## config.mk

```make
export PLATFORM = sky130hd
export DESIGN_NAME = ste_ctrl
export DESIGN_NICKNAME = d
export VERILOG_FILES = /design/src/sv/subscription_table_engine_defines.svh /design/src/sv/ste_pkg.sv /design/src/sv/ste_ctrl.sv
export SDC_FILE = /design/constraint.sdc
export NUM_CORES = 1
export LEC_CHECK = 0
export BUFFER_PORTS_ARGS = -buffer_cell sky130_fd_sc_hd__buf_2
export CAP_MARGIN = 20
export CORE_UTILIZATION = 49
export CTS_BUF_LIST = sky130_fd_sc_hd__clkbuf_16
export CTS_CLUSTER_SIZE = 28
export DETAILED_ROUTE_END_ITERATION = 7
export PLACE_DENSITY = 0.76
export RECOVER_POWER = 100
export SLEW_MARGIN = 40
export SYNTH_ARGS = -nofsm -noshare
export SYNTH_HDL_FRONTEND = slang
export SYNTH_SLANG_ARGS = --single-unit
```

## constraint.sdc

```tcl
create_clock -name clk -period 1.7 [get_ports clk]
set_input_delay 0.425 -clock clk [delete_from_list [all_inputs] [get_ports clk]]
set_output_delay 0.425 -clock clk [all_outputs]
set_load 0.02 [all_outputs]
```

## src/sv/subscription_table_engine_defines.svh

```systemverilog
// ----------------------------------------------------------------------------
// subscription table engine assertion macros
// concurrent checks clocked on clk, disabled while arst_n is low
// ----------------------------------------------------------------------------
`ifndef SUBSCRIPTION_TABLE_ENGINE_DEFINES_SVH
`define SUBSCRIPTION_TABLE_ENGINE_DEFINES_SVH

// same-cycle implication
`define STE_ASSERT_NOW(lbl, ante, cons) \
	lbl: assert property (@(posedge clk) disable iff (!arst_n) (ante) |-> (cons)) \
		else $error("subscription table engine: same-cycle check failed");

// next-cycle implication
`define STE_ASSERT_NEXT(lbl, ante, cons) \
	lbl: assert property (@(posedge clk) disable iff (!arst_n) (ante) |=> (cons)) \
		else $error("subscription table engine: next-cycle check failed");

`endif

```

## src/sv/ste_pkg.sv

```systemverilog
// ----------------------------------------------------------------------------
// ste_pkg
// sizes, codes and controller/datapath interface types of the subscription table
// ----------------------------------------------------------------------------
package ste_pkg;

	// table sizes
	localparam int AUTHOR_SLOTS     = 256;
	localparam int EVENT_SLOTS      = 256;
	localparam int SUBSCRIBER_SLOTS = 1024;
	localparam int LABEL_BITS       = 16;
	localparam int ID_BITS          = 16;

	// index and link widths, a link equal to the pool size is null
	localparam int AIW = $clog2(AUTHOR_SLOTS);
	localparam int EIW = $clog2(EVENT_SLOTS);
	localparam int EPW = $clog2(EVENT_SLOTS + 1);
	localparam int SIW = $clog2(SUBSCRIBER_SLOTS);
	localparam int SPW = $clog2(SUBSCRIBER_SLOTS + 1);

	localparam logic [EPW-1:0] EV_NULL  = EPW'(EVENT_SLOTS);
	localparam logic [SPW-1:0] SUB_NULL = SPW'(SUBSCRIBER_SLOTS);

	// clearing pass covers the deepest table
	localparam int CLR_LEN_A = (AUTHOR_SLOTS > EVENT_SLOTS) ? AUTHOR_SLOTS : EVENT_SLOTS;
	localparam int CLR_LEN   = (CLR_LEN_A > SUBSCRIBER_SLOTS) ? CLR_LEN_A : SUBSCRIBER_SLOTS;
	localparam int CLW       = $clog2(CLR_LEN);

	// request codes
	localparam logic [1:0] REQ_SUBSCRIBE   = 2'd0;
	localparam logic [1:0] REQ_UNSUBSCRIBE = 2'd1;
	localparam logic [1:0] REQ_REMOVE      = 2'd2;

	typedef enum logic [2:0] {
		ST_DONE,
		ST_DUPLICATE,
		ST_EVENT_FULL,
		ST_SUB_FULL,
		ST_EVENT_ABSENT,
		ST_SUB_ABSENT
	} status_t;

	typedef enum logic [4:0] {
		OP_NOP,
		OP_CLEAR,
		OP_LOAD,
		OP_EV_START,
		OP_EV_READ,
		OP_EV_NEXT,
		OP_EV_ALLOC,
		OP_EV_FILL,
		OP_EV_LINK,
		OP_SB_START,
		OP_SB_READ,
		OP_SB_NEXT,
		OP_SB_ALLOC,
		OP_SB_FILL,
		OP_SB_LINK,
		OP_SB_UNLINK,
		OP_SB_SPLICE,
		OP_RM_SB_START,
		OP_RM_SB_FREE,
		OP_RM_EV_FREE,
		OP_RM_FINISH,
		OP_RESULT
	} op_t;

	typedef struct packed {
		op_t     op;
		status_t code;
	} cmd_t;

	typedef struct packed {
		logic       clr_last;
		logic [1:0] req;
		logic       e_null;
		logic       label_match;
		logic       efree_null;
		logic       s_null;
		logic       id_match;
		logic       sfree_null;
		logic       out_full;
	} stat_t;

endpackage

```

## src/sv/ste_ctrl.sv

```systemverilog
// ----------------------------------------------------------------------------
// ste_ctrl
// request sequencer: walks the event and subscriber lists through the datapath
// ----------------------------------------------------------------------------
module ste_ctrl
	import ste_pkg::*;
(
	input  logic  clk,
	input  logic  arst_n,
	input  logic  in_valid,
	output logic  in_ready,
	input  stat_t stat,
	output cmd_t  cmd
);

	typedef enum logic [3:0] {
		S_CLEAR,
		S_IDLE,
		S_HEAD,
		S_FIND,
		S_ECHK,
		S_EFILL,
		S_ELINK,
		S_SWALK,
		S_SCHK,
		S_SFILL,
		S_SLINK,
		S_SPLICE,
		S_RM_HEAD,
		S_RM_SWALK,
		S_RM_SFREE,
		S_RESULT
	} state_t;

	state_t  state_q, state_d;
	status_t code_q, code_d;

	assign in_ready = (state_q == S_IDLE);

	// next state and datapath command
	always_comb begin
		state_d  = state_q;
		code_d   = code_q;
		cmd.op   = OP_NOP;
		cmd.code = code_q;
		case (state_q)
			S_CLEAR: begin
				cmd.op = OP_CLEAR;
				if (stat.clr_last) state_d = S_IDLE;
			end
			S_IDLE: begin
				if (in_valid) begin
					cmd.op  = OP_LOAD;
					state_d = S_HEAD;
				end
			end
			S_HEAD: begin
				if (stat.req == REQ_SUBSCRIBE || stat.req == REQ_UNSUBSCRIBE ||
				    stat.req == REQ_REMOVE) begin
					cmd.op  = OP_EV_START;
					state_d = S_FIND;
				end else begin
					code_d  = ST_DONE;
					state_d = S_RESULT;
				end
			end
			S_FIND: begin
				if (stat.e_null) begin
					if (stat.req == REQ_REMOVE) begin
						cmd.op  = OP_RM_FINISH;
						code_d  = ST_DONE;
						state_d = S_RESULT;
					end else if (stat.req == REQ_UNSUBSCRIBE) begin
						code_d  = ST_EVENT_ABSENT;
						state_d = S_RESULT;
					end else if (stat.efree_null) begin
						code_d  = ST_EVENT_FULL;
						state_d = S_RESULT;
					end else begin
						cmd.op  = OP_EV_ALLOC;
						state_d = S_EFILL;
					end
				end else begin
					cmd.op  = OP_EV_READ;
					state_d = (stat.req == REQ_REMOVE) ? S_RM_HEAD : S_ECHK;
				end
			end
			S_ECHK: begin
				if (stat.label_match) begin
					cmd.op  = OP_SB_START;
					state_d = S_SWALK;
				end else begin
					cmd.op  = OP_EV_NEXT;
					state_d = S_FIND;
				end
			end
			S_EFILL: begin
				cmd.op  = OP_EV_FILL;
				state_d = S_ELINK;
			end
			S_ELINK: begin
				cmd.op  = OP_EV_LINK;
				state_d = S_SWALK;
			end
			S_SWALK: begin
				if (stat.s_null) begin
					if (stat.req == REQ_UNSUBSCRIBE) begin
						code_d  = ST_SUB_ABSENT;
						state_d = S_RESULT;
					end else if (stat.sfree_null) begin
						code_d  = ST_SUB_FULL;
						state_d = S_RESULT;
					end else begin
						cmd.op  = OP_SB_ALLOC;
						state_d = S_SFILL;
					end
				end else begin
					cmd.op  = OP_SB_READ;
					state_d = S_SCHK;
				end
			end
			S_SCHK: begin
				if (stat.id_match) begin
					if (stat.req == REQ_UNSUBSCRIBE) begin
						cmd.op  = OP_SB_UNLINK;
						state_d = S_SPLICE;
					end else begin
						code_d  = ST_DUPLICATE;
						state_d = S_RESULT;
					end
				end else begin
					cmd.op  = OP_SB_NEXT;
					state_d = S_SWALK;
				end
			end
			S_SFILL: begin
				cmd.op  = OP_SB_FILL;
				state_d = S_SLINK;
			end
			S_SLINK: begin
				cmd.op  = OP_SB_LINK;
				code_d  = ST_DONE;
				state_d = S_RESULT;
			end
			S_SPLICE: begin
				cmd.op  = OP_SB_SPLICE;
				code_d  = ST_DONE;
				state_d = S_RESULT;
			end
			S_RM_HEAD: begin
				cmd.op  = OP_RM_SB_START;
				state_d = S_RM_SWALK;
			end
			S_RM_SWALK: begin
				if (stat.s_null) begin
					cmd.op  = OP_RM_EV_FREE;
					state_d = S_FIND;
				end else begin
					cmd.op  = OP_SB_READ;
					state_d = S_RM_SFREE;
				end
			end
			S_RM_SFREE: begin
				cmd.op  = OP_RM_SB_FREE;
				state_d = S_RM_SWALK;
			end
			S_RESULT: begin
				if (!stat.out_full) begin
					cmd.op  = OP_RESULT;
					state_d = S_IDLE;
				end
			end
			default: begin
				state_d = S_CLEAR;
			end
		endcase
	end

	// state and result code
	always_ff @(posedge clk or negedge arst_n) begin
		if (!arst_n) begin
			state_q <= S_CLEAR;
			code_q  <= ST_DONE;
		end else begin
			state_q <= state_d;
			code_q  <= code_d;
		end
	end

endmodule

```

==> reports/summary.txt, run 1 <==
gpl congestion - 0.889
synth warn - 0
status - aborted with a tool error
Synth async-reset ratio - 100%
Mapped Area - 1030 um2
Synthesized Nets - 156
Synth Flop Type - dfrtp_1
Area after DPL - 1590 um2
Buffers on Ports - 21
FP Rows - 16
synthesis-stage register bit count - 7
Num Clock Sinks - 7
CTS Buf Count - 3
H-Tree Depth - 1
stop err - [ERROR DPL-0033] detailed placement checks failed during check placement.
last stage reached - clock tree synthesis
DP HPWL - 3.00 mm
number of hold buffers added after cts - 0
Unique masters post-synth - 44
Resized cells post-CTS - 34
Die H - 47.9 um
Syn Area/Cell - 7.43 um2
CTS root buf - clkbuf_16
number of synthesized flops with an enable pin - 0
Post-CTS Setup Repair Bufs - 17
Seq/Total Area, Yosys - 17.0%
Starting Density - 52.6%
Max Root-Sink Buffers - 2
# IOs - 22
cell count after synthesis - 139
die span in x - 47.9 um
[stage by stage]
| stage | hold slack [ps] | TNS (ps) | worst slack [ps] | std cells |
|---|---|---|---|---|
| 2_1_floorplan | 129 | -92.7 | -64.4 | 139 |
| 3_3_place_gp | 258 | -2560 | -336 | 227 |
| 3_5_place_dp | 260 | -2980 | -333 | 227 |
[synthesized netlist by cell type, types with 2 or more instances]
library cell  count  share of area, %
a32oi_1           3               2.5
nor2b_1           3               1.8
inv_1             6               2.2
o311ai_1          2               1.7
dfrtp_1           7                17
ha_1              4               4.8
nand2b_1          8               4.8
o221ai_1          4               3.4
nor2_1            9               3.3
o21ai_0           9               4.4
o22ai_1           2               1.2
buf_2             9               4.4
a31oi_1           2               1.2
a21oi_1          13               6.3
o31ai_1           3               2.2
mux2_1            2               2.2
o211ai_1          6               4.4
o21ai_1           3               1.5
nand3_1           6               2.9
a221o_1           2               1.9
nor3_1            3               1.5
nand2_1          10               3.6
buf_1             2              0.73
[cells by family after synthesis]
group / Yosys count / synth area share, %
fa+ha+maj: 4 / 4.85
buf+inv: 19 / 8.73
mux: 2 / 2.18
flops: 7 / 17.0
simple gates: 49 / 25.9
compound gates: 58 / 41.3
==> run 2, diff against run 1 <==
Settings changed: CORE_AREA from default to 2 2 63 65, CORE_UTILIZATION 49 to default, CTS_BUF_LIST sky130_fd_sc_hd__clkbuf_16 to default, CTS_CLUSTER_SIZE 28 to default, DIE_AREA from default to 0 0 65 67, PLACE_DENSITY 0.76 to default, PLACE_DENSITY_LB_ADDON from default to 0.15.
Clock period 1.7 ns to 2.2 ns, I/O delays scaled along.
==> run 2 against run 1 <==
Synthesized area unchanged; synthesized cell count is the same; the flow now finishes without violations.
==> reports/summary.txt, run 2 <==
Tcrit/Tclk final - 99.8%
final core occ - 45.8%
number of synthesized flops with an enable pin - 0 (unchanged)
CTS root buf - clkbuf_8 (was clkbuf_16)
CORE AREA - 3610 um2
nets@finish - 214
Starting Density - 28.6% (was 52.6%)
H-Tree Depth - 1 (unchanged)
final setup vio count - 0
Synth Flop Type - dfrtp_1 (unchanged)
final hold violations - 0
status - complete, no violations (was aborted with a tool error)
Top reg by flops - state_q
Num Clock Sinks - 7 (unchanged)
cell taking the most area after synthesis - dfrtp_1 (unchanged)
Tmin final - 2200 ps
latest clock arrival within the worst-skew pair - 230 ps
synth warn - 0 (unchanged)
crit end category - output port
vias per cell - 5.51
MaxCap Viol Count - 0
Synth async-reset ratio - 100% (unchanged)
CP max stage delay - 370 ps
biggest regs - state_q: 4 flops, code_q: 3 flops
pwr dens - 1480 nW/um2
clock slew at reported path FFs - 40 ps
Max transition margin - 72.3%
multi-input logic area - 870 um2
top cells by area, synth - dfrtp_1 17%, a21oi_1 6.3%, ha_1 4.8%, nand2b_1 4.8%, buf_2 4.4% (unchanged)
placed cell count - 225 (was 227)
final hold slack - 227 ps
GRT Overall Usage - 18.5%
R2R depth - 6
pin count of the biggest net entering global routing - 15
cell count after synthesis - 139 (unchanged)
Unique masters post-synth - 44 (unchanged)
leakage power - 0.701 nW
max reg flops - 4
Setup Skew - 0.534 ps
synthesis-stage register bit count - 7 (unchanged)
Max Root-Sink Buffers - 2 (unchanged)
final setup TNS - 0 ps
critical path buffer and inverter count - 3
post-route antenna net violation count - 0
Initial DRT Pass Iterations - 4
most common cell after layout, fill and taps aside - buf_4
die span in x - 65 um (was 47.9 um)
CP max-delay cell - or3b_4
critical-path maximum fanout - 2
Peak supply drop - 0.541 mV
Worst Setup SP - stat[8]
initial antenna violation count - 0
antenna fix cells - 0
DRC viols - 0
HP Class - in -> async
Worst path top cell family by delay - simple AND/OR/NAND/NOR gates
drt initial violations - 57
startpoint types - input port
Req. time, crit path - 1650 ps
kind of critical path - in -> out
Yosys top cell area share - 17.0% (unchanged)
per-cell routed wire length - 16.3 um
Vias - 1345
synth-to-layout area growth - 60.1%
total wire length - 3.97 mm
DP HPWL - 2.78 mm (was 3.00 mm)
final slew viol count - 0
Syn Area/Cell - 7.43 um2 (unchanged)
Stages on worst setup path - 8
Fill cells - 364
Buffers on Ports - 21 (unchanged)
Post-synth top cells - 13 x a21oi_1, 10 x nand2_1, 9 x buf_2, 9 x nor2_1, 9 x o21ai_0 (unchanged)
most frequent cells in the layout - 44 x buf_4, 12 x buf_2, 11 x a21oi_1
gpl congestion - 0.891 (was 0.889)
CTS tree - built
Register Area - 180 um2
FP Rows - 22 (was 16)
top-count cell post-synth - a21oi_1 (unchanged)
Highest Clock Rate - 455 MHz
# IOs - 22 (unchanged)
die area - 4360 um2
number of hold buffers added after cts - 0 (unchanged)
Final Non-Filler Cells - 244
CTS Buf Count - 3 (unchanged)
final worst slack - 3.41 ps
layout cells sized above 1 - 45.4%
first-pass GRT wire length - 6.29 mm
RR Startpoint - state_q[3]$_DFFE_PN0P_
Mapped Area - 1030 um2 (unchanged)
Synthesized Nets - 156 (unchanged)
post-placement setup slack - -205 ps (was -333 ps)
crit path cell chain - buf_8 -> inv_4 -> ha_4 -> or3b_4 -> a21oi_2 -> o21ai_1 -> o311ai_2 -> buf_4
Die H - 67 um (was 47.9 um)
Seq/Total Area, Yosys - 17.0% (unchanged)
Slew @ Worst Pin - 415 ps
gr ovfl total - 0
RSZ-0062 raised after global routing - true
Arrival @ worst endpoint - 1650 ps
vias in the first global route - 1279
==> run 2: cell counts after synthesis <==
Identical to the previous run, type by type.
==> run 2: final timing paths <==
check                      slack, ps                endpoint
setup / recovery                   3                  cmd[5]
hold / removal                   230   code_q[0]$_DFFE_PN0P_
hold reg to reg                  490   code_q[2]$_DFFE_PN0P_
max in group asynchronous       1660  state_q[1]$_DFFE_PN0P_
min in group clk                 490   code_q[2]$_DFFE_PN0P_
setup reg to reg                 360   code_q[2]$_DFFE_PN0P_
==> run 2: timing repair <==
| action | in CTS | in global routing |
|---|---|---|
| pin swaps | 7 | 8 |
| buffers inserted | 7 | 8 |
| setup endpoints to repair | 5 | 5 |
| gates resized for setup | 27 | 9 |
==> run 2: power by group <==
| group | total [mW] | internal, mW | switching [mW] |
|---|---|---|---|
| combinational | 1.92 | 0.910 | 1.01 |
| sequential | 0.351 | 0.202 | 0.149 |
| clock | 0.182 | 0.125 | 0.0567 |
| total | 2.45 | 1.24 | 1.21 |
==> run 2: logic make-up (layout without fill, tap and decap cells) <==
group	count (synthesis)	in the layout	share of synthesized area, %
multiplexers	2	2	2.18
AO/OA/AOI/OAI	58	58	41.3
flip-flops	7	7	17.0
buffers and inverters	19	76	8.73
AND/OR/NAND/NOR	49	49	25.9
adder cells (fa/ha/maj)	4	4	4.85
==> run 2: cell type report <==
cell class              count  share of cell area (%)
inverters                   7                    1.74
well taps                  48                    3.63
repair buffers             65                    28.4
flip-flops and latches      7                    10.9
multi-input cells         113                    52.6
clock buffers               4                    2.73
==> run 2: metal layers <==
| metal | global-route usage, % | vias up | routed length [um] |
|---|---|---|---|
| li1 | - | 650 | - |
| met1 | 23.7 | 668 | 1770 |
| met2 | 33.1 | 25 | 2020 |
| met3 | 2.53 | 2 | 153 |
| met4 | 3.46 | 0 | 22 |
| met5 | 0 | - | 0 |
==> run 2: worst register-to-register path: cells and delay by family (launching register included) <==
family,cells,cell delay (ps)
muxes,1,320
and+or+nand+nor,1,230
buffers and inverters,2,340
AOI/OAI and AO/OA,2,320
DFF,1,500
==> run 2: stage by stage <==
step / instance area, um2 / total power, mW
5_1_grt: 1650 / 2.62
3_3_place_gp: 1360 / 1.93
3_5_place_dp: 1360 / 1.93
4_1_cts: 1550 / 2.29
6_report: 1650 / 2.45
2_1_floorplan: 1040 / 1.41
Power figures use the tool's default switching activity.
==> run 3, diff against run 2 <==
Clock period 2.2 ns to 2.05 ns, I/O delays scaled along.
==> run 3 against run 2 <==
Combinational power is 33% higher; routed wire length rose by 3.6%; register-to-register slack got worse by 240 ps; non-clock buffer count fell by 4; clock power grew 3%; final cell count shrank 1.6%; global-route usage rose by 2.2 points; the run now ends with negative setup slack left; hold slack worse by 52 ps; clock skew increased by 3.3 ps; die area unchanged.
==> reports/summary.txt, run 3 (synthesized netlist as in run 2, its figures left out) <==
most common cell after layout, fill and taps aside - buf_4 (unchanged)
FP Rows - 22 (unchanged)
Vias - 1356 (was 1345)
Die H - 67 um (unchanged)
Tcrit/Tclk final - 104%
Switch Pwr - 1.42 mW (was 1.21 mW)
critical-path maximum fanout - 4 (was 2)
Max transition margin - 75.2% (was 72.3%)
nets@finish - 210 (was 214)
Buffers on Ports - 21 (unchanged)
pwr dens - 1680 nW/um2 (was 1480 nW/um2)
Final Non-Filler Cells - 240 (was 244)
pin count of the biggest net entering global routing - 15 (unchanged)
R2R Path End - code_q[1]$_DFFE_PN0P_ (was code_q[2]$_DFFE_PN0P_)
final hold violations - 0 (unchanged)
HP Class - in -> async (unchanged)
drt initial violations - 71 (was 57)
DRC viols - 0 (unchanged)
internal power - 1.59 mW (was 1.24 mW)
antenna fix cells - 0 (unchanged)
kind of critical path - in -> out (unchanged)
final setup vio count - 5 (was 0)
final core occ - 49.5% (was 45.8%)
max reg flops - 4 (unchanged)
CTS tree - built (unchanged)
synth-to-layout area growth - 73.0% (was 60.1%)
vias in the first global route - 1426 (was 1279)
most frequent cells in the layout - 34 x buf_4, 11 x a21oi_1, 10 x nand2_1, 10 x buf_2, 8 x nor2_1 (was 44 x buf_4, 12 x buf_2, 11 x a21oi_1)
Clock Power Share - 6.2% (was 7.4%)
CTS Buf Count - 3 (unchanged)
DP HPWL - 2.64 mm (was 2.78 mm)
CORE AREA - 3610 um2 (unchanged)
Starting Density - 28.6% (unchanged)
Gate power share - 84.7% (was 78.2%)
layout cells sized above 1 - 44.8% (was 45.4%)
first-pass GRT wire length - 7.02 mm (was 6.29 mm)
GRT Overall Usage - 20.7% (was 18.5%)
Peak supply drop - 0.859 mV (was 0.541 mV)
gr ovfl total - 0 (unchanged)
biggest regs - state_q: 4 flops, code_q: 3 flops (unchanged)
latest clock arrival within the worst-skew pair - 220 ps (was 230 ps)
Fill cells - 351 (was 364)
final worst slack - -83.9 ps (was 3.41 ps)
die span in x - 65 um (unchanged)
MaxCap Viol Count - 0 (unchanged)
clock slew at reported path FFs - 40 ps (about the same)
Sw Ratio - 47.1% (was 49.5%)
Initial DRT Pass Iterations - 4 (unchanged)
Req. time, crit path - 1540 ps (was 1650 ps)
failing checks - negative setup slack
RR Startpoint - state_q[3]$_DFFE_PN0P_ (unchanged)
Slew @ Worst Pin - 372 ps (was 415 ps)
Setup Skew - 3.86 ps (was 0.534 ps)
post-placement setup slack - -304 ps (was -205 ps)
setup slack, reg-to-reg - 120 ps (was 360 ps)
placed cell count - 222 (was 225)
total wire length - 4.11 mm (was 3.97 mm)
final slew viol count - 0 (unchanged)
Tmin final - 2130 ps
Overall Power - 3.01 mW (was 2.45 mW)
die area - 4360 um2 (unchanged)
CTS root buf - clkbuf_8 (unchanged)
RSZ-0062 raised after global routing - true (unchanged)
Area after DPL - 1380 um2 (was 1360 um2)
R2R depth - 9 (was 6)
Arrival @ worst endpoint - 1620 ps (was 1650 ps)
post-route antenna net violation count - 0 (unchanged)
initial antenna violation count - 0 (unchanged)
gpl congestion - 0.852 (was 0.891)
Num Clock Sinks - 7 (unchanged)
startpoint types - input port (unchanged)
# IOs - 22 (unchanged)
status - complete, but fails checks (was complete, no violations)
H-Tree Depth - 1 (unchanged)
Highest Clock Rate - 469 MHz
Top reg by flops - state_q (unchanged)
Flop pwr share - 9.0% (was 14.3%)
crit end category - output port (unchanged)
leakage power - 0.753 nW (was 0.701 nW)
Max Root-Sink Buffers - 2 (unchanged)
vias per cell - 5.65 (was 5.51)
per-cell routed wire length - 17.1 um (was 16.3 um)
Post-Layout Inst Area - 1790 um2 (was 1650 um2)
-- run 3: cell types whose count changed in the layout (fill, tap and decap cells not counted), moves of 3 or more --
cell	before	now
buf_12	0	4
buf_4	44	34
dfrtp_1	3	6
o21ai_0	9	6
dfrtp_2	4	1
-- run 3: what timing repair did --
action / in CTS / in global routing
endpoints found under the setup margin: 5 / 5
cloned: 2 / 0
resized for setup: 39 / 9
buffers inserted: 11 / 1
hold buffers: 0 / 0
endpoints found under the hold margin: 0 / 0
pin swaps: 14 / 12
-- run 3: worst max-delay path by stage --
stage	from	end	slack (ps)
global placement	stat[7]	cmd[5]	-290
floorplan	stat[8]	cmd[5]	6
CTS	state_q[2]$_DFFE_PN0P_	cmd[7]	-90
global route	state_q[3]$_DFFE_PN0P_	cmd[4]	-160
finish	stat[7]	cmd[5]	-80
detailed placement	stat[7]	cmd[5]	-300
-- run 3: layout make-up --
cell class,count,area (um2),share of cell area (%)
tap,48,60.1,3.36
clock buffer,4,45.0,2.52
multi-input combinational,113,925,51.8
sequential,7,176,9.88
inverter,7,31.3,1.75
timing repair buffer,61,548,30.7
-- run 3: worst max-delay path, cell delays in order --
cell,delay (ps)
buf_8,110
ha_4,160
or3b_4,370
a21oi_2,160
o21ai_2,80
o311ai_4,70
buf_6,160
-- run 3: layer usage --
| layer | vias to the layer above | part of all wire (%) | GRT usage, % |
|---|---|---|---|
| li1 | 646 | - | - |
| met1 | 647 | 40 | 25.4 |
| met2 | 59 | 51 | 36.3 |
| met3 | 4 | 7.4 | 3.89 |
| met4 | 0 | 1.2 | 6.38 |
| met5 | - | 0 | 0 |
-- run 3: power groups by stage --
stage / Combinational (mW) / Sequential (mW) / Clock [mW]
finish: 2.55 / 0.272 / 0.187
global route: 2.73 / 0.283 / 0.207
CTS: 2.47 / 0.269 / 0.190
detailed placement: 1.86 / 0.282 / 0
global placement: 1.87 / 0.284 / 0
floorplan: 1.26 / 0.289 / 0
-- run 3: stage by stage --
stage          hold slack, ps  TNS [ps]
2_1_floorplan             217         0
3_3_place_gp              349     -1070
3_5_place_dp              352     -1090
4_1_cts                   116      -407
5_1_grt                   198      -646
6_report                  175      -288
